File: config.mk
export PLATFORM = sky130hd
export DESIGN_NAME = srps_ram
export DESIGN_NICKNAME = d
export VERILOG_FILES = /design/src/hw/rtl/srps_ram.sv
export SDC_FILE = /design/constraint.sdc
export NUM_CORES = 2
export LEC_CHECK = 0
export BUFFER_PORTS_ARGS = -buffer_cell sky130_fd_sc_hd__buf_2
export CORE_ASPECT_RATIO = 0.75
export CORE_MARGIN = 2
export CORE_UTILIZATION = 46
export DETAILED_ROUTE_END_ITERATION = 6
export PLACE_DENSITY = 0.63
export SLEW_MARGIN = 20
export SYNTH_ARGS = -nofsm -noshare
export SYNTH_HDL_FRONTEND = slang
export SYNTH_SLANG_ARGS = --single-unit
File: constraint.sdc
create_clock -name clk_i -period 2.3 [get_ports clk_i]
set_input_delay 0.23 -clock clk_i [delete_from_list [all_inputs] [get_ports clk_i]]
set_output_delay 0.23 -clock clk_i [all_outputs]
set_load 0.02 [all_outputs]
File: src/hw/rtl/srps_ram.sv
`timescale 1ns / 1ps
// ----------------------------------------------------------------------------
// srps_ram
// Generic single-write, single-read RAM with registered read data.
// ----------------------------------------------------------------------------
module srps_ram #(
  parameter int unsigned WIDTH = 8,
  parameter int unsigned DEPTH = 256,
  localparam int unsigned AW   = (DEPTH > 1) ? $clog2(DEPTH) : 1
) (
  input  logic             clk_i,
  input  logic             we_i,
  input  logic [AW-1:0]    waddr_i,
  input  logic [WIDTH-1:0] wdata_i,
  input  logic             re_i,
  input  logic [AW-1:0]    raddr_i,
  output logic [WIDTH-1:0] rdata_o
);

  logic [WIDTH-1:0] mem_q [DEPTH];
  logic [WIDTH-1:0] rdata_q;

  always_ff @(posedge clk_i) begin
    if (we_i) begin
      mem_q[waddr_i] <= wdata_i;
    end
    if (re_i) begin
      rdata_q <= mem_q[raddr_i];
    end
  end

  assign rdata_o = rdata_q;

endmodule

# ---- Word-level counts from Yosys, hierarchy flattened
# Memories as Yosys holds them, arrays and structs flattened. A register that Yosys moved wholly into a read port is not among the register bits.
# Cells that the tools add are included.
dict set report word_totals {
  regBits 0
  mem_bits_rw 2048
  inputBits 27
  out_inout_bits 8
  wordCells 3
  n_memories 1
}
dict set report op_classes {
  muxes 2
}
# name depth word_bits rd rd_ports_with_merged_regs wr line_no
set memory_table {}
lappend memory_table {mem_q 256 8 1 1 1 20} ;# logic [WIDTH-1:0] mem_q [DEPTH];
# cell count
set op_table {}
lappend op_table {{1-bit two-way mux} 2}

# ---- Depth between registers and ports, before layout
dict set report logic_depth {
  depth_word 2
  mapped_depth 11
}

# ---- Worst setup path after synthesis
# Ideal clock, no wire load.
dict set report synth_path {
  path_type {input port to flip-flop}
  startpoint {input raddr_i[0]}
  endpoint {register rdata_q[2] (netlist: rdata_o[2]) (read register of mem_q) (data pin)}
  setup_ns 0.269
  arrival_time_ns 2.037
  t_required_ns 2.031
  slack_ns -0.006
  stages 9
  cell_sequence {buf_6 buf_12 buf_8 buf_2 mux4_2 a22oi_1 a21oi_1 nor4_1 nor4_2}
}
# element line_no
set synth_rtl {}
lappend synth_rtl {{start: declaration} 16} ;# input logic [AW-1:0] raddr_i,
lappend synth_rtl {{end: declaration} 21} ;# logic [WIDTH-1:0] rdata_q;

==> results_dict.tcl <==
set metrics [dict create \
    clk_latency_ns 0.84 \
    ys_seq_elements 2056 \
    syn_avg_cell_area_um2 21.3 \
    postCtsSetupBuffers 0 \
    cap_violations 0 \
    routed_wl_um 207000 \
    finalNetCount 4501 \
    clock_path_buffers 3 \
    via_count 41482 \
    synthCells 3733 \
    crit_top_cell "mux4_2" \
    max_freq_mhz 423 \
    startpoint_type "register" \
    start_util_pct 46.2 \
    grt_max_degree 88 \
    ant_nets 0 \
    ys_seq_area_share_pct 77.5 \
    dieArea_um2 177000 \
    hp-class "in2reg" \
    crit_arrival_ns 2.95 \
    via_per_inst 6.00 \
    clock-sinks 2056 \
    min_period_over_period_pct 103 \
    worst_setup_path_end_kind "register" \
    firstDrtPassIters 6 \
    max_slew_margin_pct 46.3 \
    final_max_slew_viol_count 0 \
    worstMarginPinSlew_ns 0.805 \
    fp.dieH_um 364 \
    p_switching_w 0.0166 \
    path_cells "mux4_2, mux4_2, nor2b_4, nor4_4, buf_4, nor4_2" \
    p_per_area_nw_per_um2 814 \
    rows 132 \
    synthesis.area_um2 79600 \
    cp_top_family "multiplexers" \
    wl_per_cell_um 29.9 \
    p_int_w 0.0605 \
    combPwrFrac_pct 6.0 \
    cpMaxStageDelayCell "mux4_2" \
    ys_warn_count 0 \
    h-tree-depth 4 \
    rsz0062_at_grt "true" \
    hpwl_um 135000 \
    dpl_worst_slack_ns -1.32 \
    ys_top_cells_by_area "edfxtp_1 78%, mux4_2 13%, mux2i_1 1.7%" \
    drc 0 \
    antenna_found_initial 13 \
    path_clk_slew_ns 0.06 \
    fin_setup_tns_ns -0.257 \
    die_x_um 484 \
    globalplace.congestion 0.881 \
    dr.first_iter.drc_count 6255 \
    area_growth_pct 18.8 \
    peakVddDrop_mv 0.737 \
    synth_flop_cell "edfxtp_1" \
    crit_buf_inv 1 \
    synth_fp_nets 3760 \
    synth_common_cells "2056 x edfxtp_1, 454 x mux4_2, 282 x nor2_1, 134 x mux2i_1, 133 x a22oi_1" \
    p_sw_share_pct 21.5 \
    p_leak_nw 30.7 \
    yosysMostFrequentCell "edfxtp_1" \
    p_total_w 0.0771 \
    synthArstFlopShare_pct 0 \
    critPathMaxStageDelay_ns 0.54 \
    cts_tree "built" \
    p_clk_share_pct 40.4 \
    path_class "reg2reg" \
    setup_ws_ns -0.0633 \
    finalHoldViolations 0 \
    io_pins 35 \
    setup_viol 5 \
    crit_fanout 1 \
    synth_top_area_share_pct 77.5 \
    yosys.area.top_type "edfxtp_1" \
    required_ns 2.89 \
    pwr-share-seq_pct 53.7 \
    drive_gt1_share_pct 33.7 \
    cts_buffers 189 \
    cts-root-buf "clkbuf_16" \
    clock_skew_ns 0.0316 \
    synth-edff-count 2056 \
    grt_pass1_vias 40876 \
    period_minus_slack_ns 2.36 \
    core_um2 172000 \
    overflow 0 \
    numPortBuffers 34 \
    synth_cell_types 54 \
    grt_util_all_layers_pct 23.4 \
    status "complete, but fails checks" \
    grt_pass1_wl_um 297000 \
    violations "setup timing" \
]
==> cells by family (layout without fill, tap and decap cells) <==
family | after synthesis | in the layout | synth area share, %
buffers and inverters | 235 | 1134 | 1.83
other | 0 | 4 | 0
multiplexers | 591 | 591 | 14.6
flip-flops | 2056 | 2056 | 77.5
AO/OA/AOI/OAI | 385 | 385 | 3.42
AND/OR/NAND/NOR | 466 | 466 | 2.63
==> worst paths after layout <==
path,to,cells past startpoint,from,slack [ns]
max,rdata_o[2],6,mem_q[82][2],-0.06
min,mem_q[249][6],4,waddr_i[4],0.16
max reg2reg,rdata_o[2],6,mem_q[82][2],-0.06
min reg2reg,rdata_o[5],7,mem_q[32][5],1.14
==> flip-flops by register name, indices dropped and copies added, names as in the netlist <==
| register | flops |
|---|---|
| mem_q | 2048 |
| rdata_o | 8 |
==> cell usage in the layout, fill, tap and decap left out, types with 17 or more instances in the layout <==
cell type and count:
a21oi_1 95, a22oi_1 132, buf_12 96, buf_2 23, buf_4 642, bufinv_16 17
clkbuf_1 38, clkbuf_16 193, clkinv_1 47, clkinv_2 36, edfxtp_1 2056, mux2i_1 134
mux4_2 454, nand2_1 33, nand3_1 34, nor2_1 278, nor2b_1 25, o221ai_1 44
o22ai_1 28
==> stage by stage <==
stage / instances / hold WS [ns] / cell area [µm²] / util, %
2_1_floorplan: 3733 / 0.329 / 79600 / -
3_3_place_gp: 6549 / 0.648 / 88100 / 51.1
3_5_place_dp: 6552 / 0.658 / 88100 / 51.2
4_1_cts: 6910 / 0.0875 / 94500 / 54.9
5_1_grt: 6911 / 0.163 / 94600 / 54.9
6_report: 6914 / 0.156 / 94600 / 54.9
==> worst min-delay path, stage by stage <==
cell	delay (ns)
buf_2	0.14
nand4_1	0.07
buf_4	0.24
nor2_1	0.09
==> layer usage <==
layer | vias up | wire length (µm) | GRT usage [%]
li1 | 17207 | - | -
met5 | - | 10 | 0
met4 | 2 | 4420 | 5.38
met3 | 267 | 20200 | 4.23
met2 | 2088 | 91900 | 34.4
met1 | 21918 | 90300 | 36.7
==> power by group through the flow <==
stage / Sequential, W / Clock (W) / Combinational, W
finish: 0.0414 / 0.0311 / 0.00459
CTS: 0.0414 / 0.0316 / 0.00455
detailed placement: 0.0422 / 0 / 0.00446
floorplan: 0.0422 / 0 / 0.00201
global placement: 0.0422 / 0 / 0.00440
global route: 0.0413 / 0.0330 / 0.00481
==> layout make-up <==
type / instances / area [µm²]
fillers: 12880 / 77600
flip-flops and latches: 2056 / 61700
multi-input cells: 1442 / 16800
repair buffers: 783 / 7130
clock buffers: 231 / 4970
well taps: 2278 / 2850
clock inverters: 118 / 1090
diodes: 4 / 10.0
inverters: 2 / 7.51
==> what timing repair did <==
| action | 4_1_cts | 5_1_grt |
|---|---|---|
| endpoints found under the setup margin | 7 | 8 |
| hold endpoints to repair | 454 | 0 |
| cloned | 0 | 0 |
| resized for setup | 38 | 23 |
| hold buffers | 9 | 0 |
| pin swaps | 19 | 13 |
(Power assumes the default switching activity.)
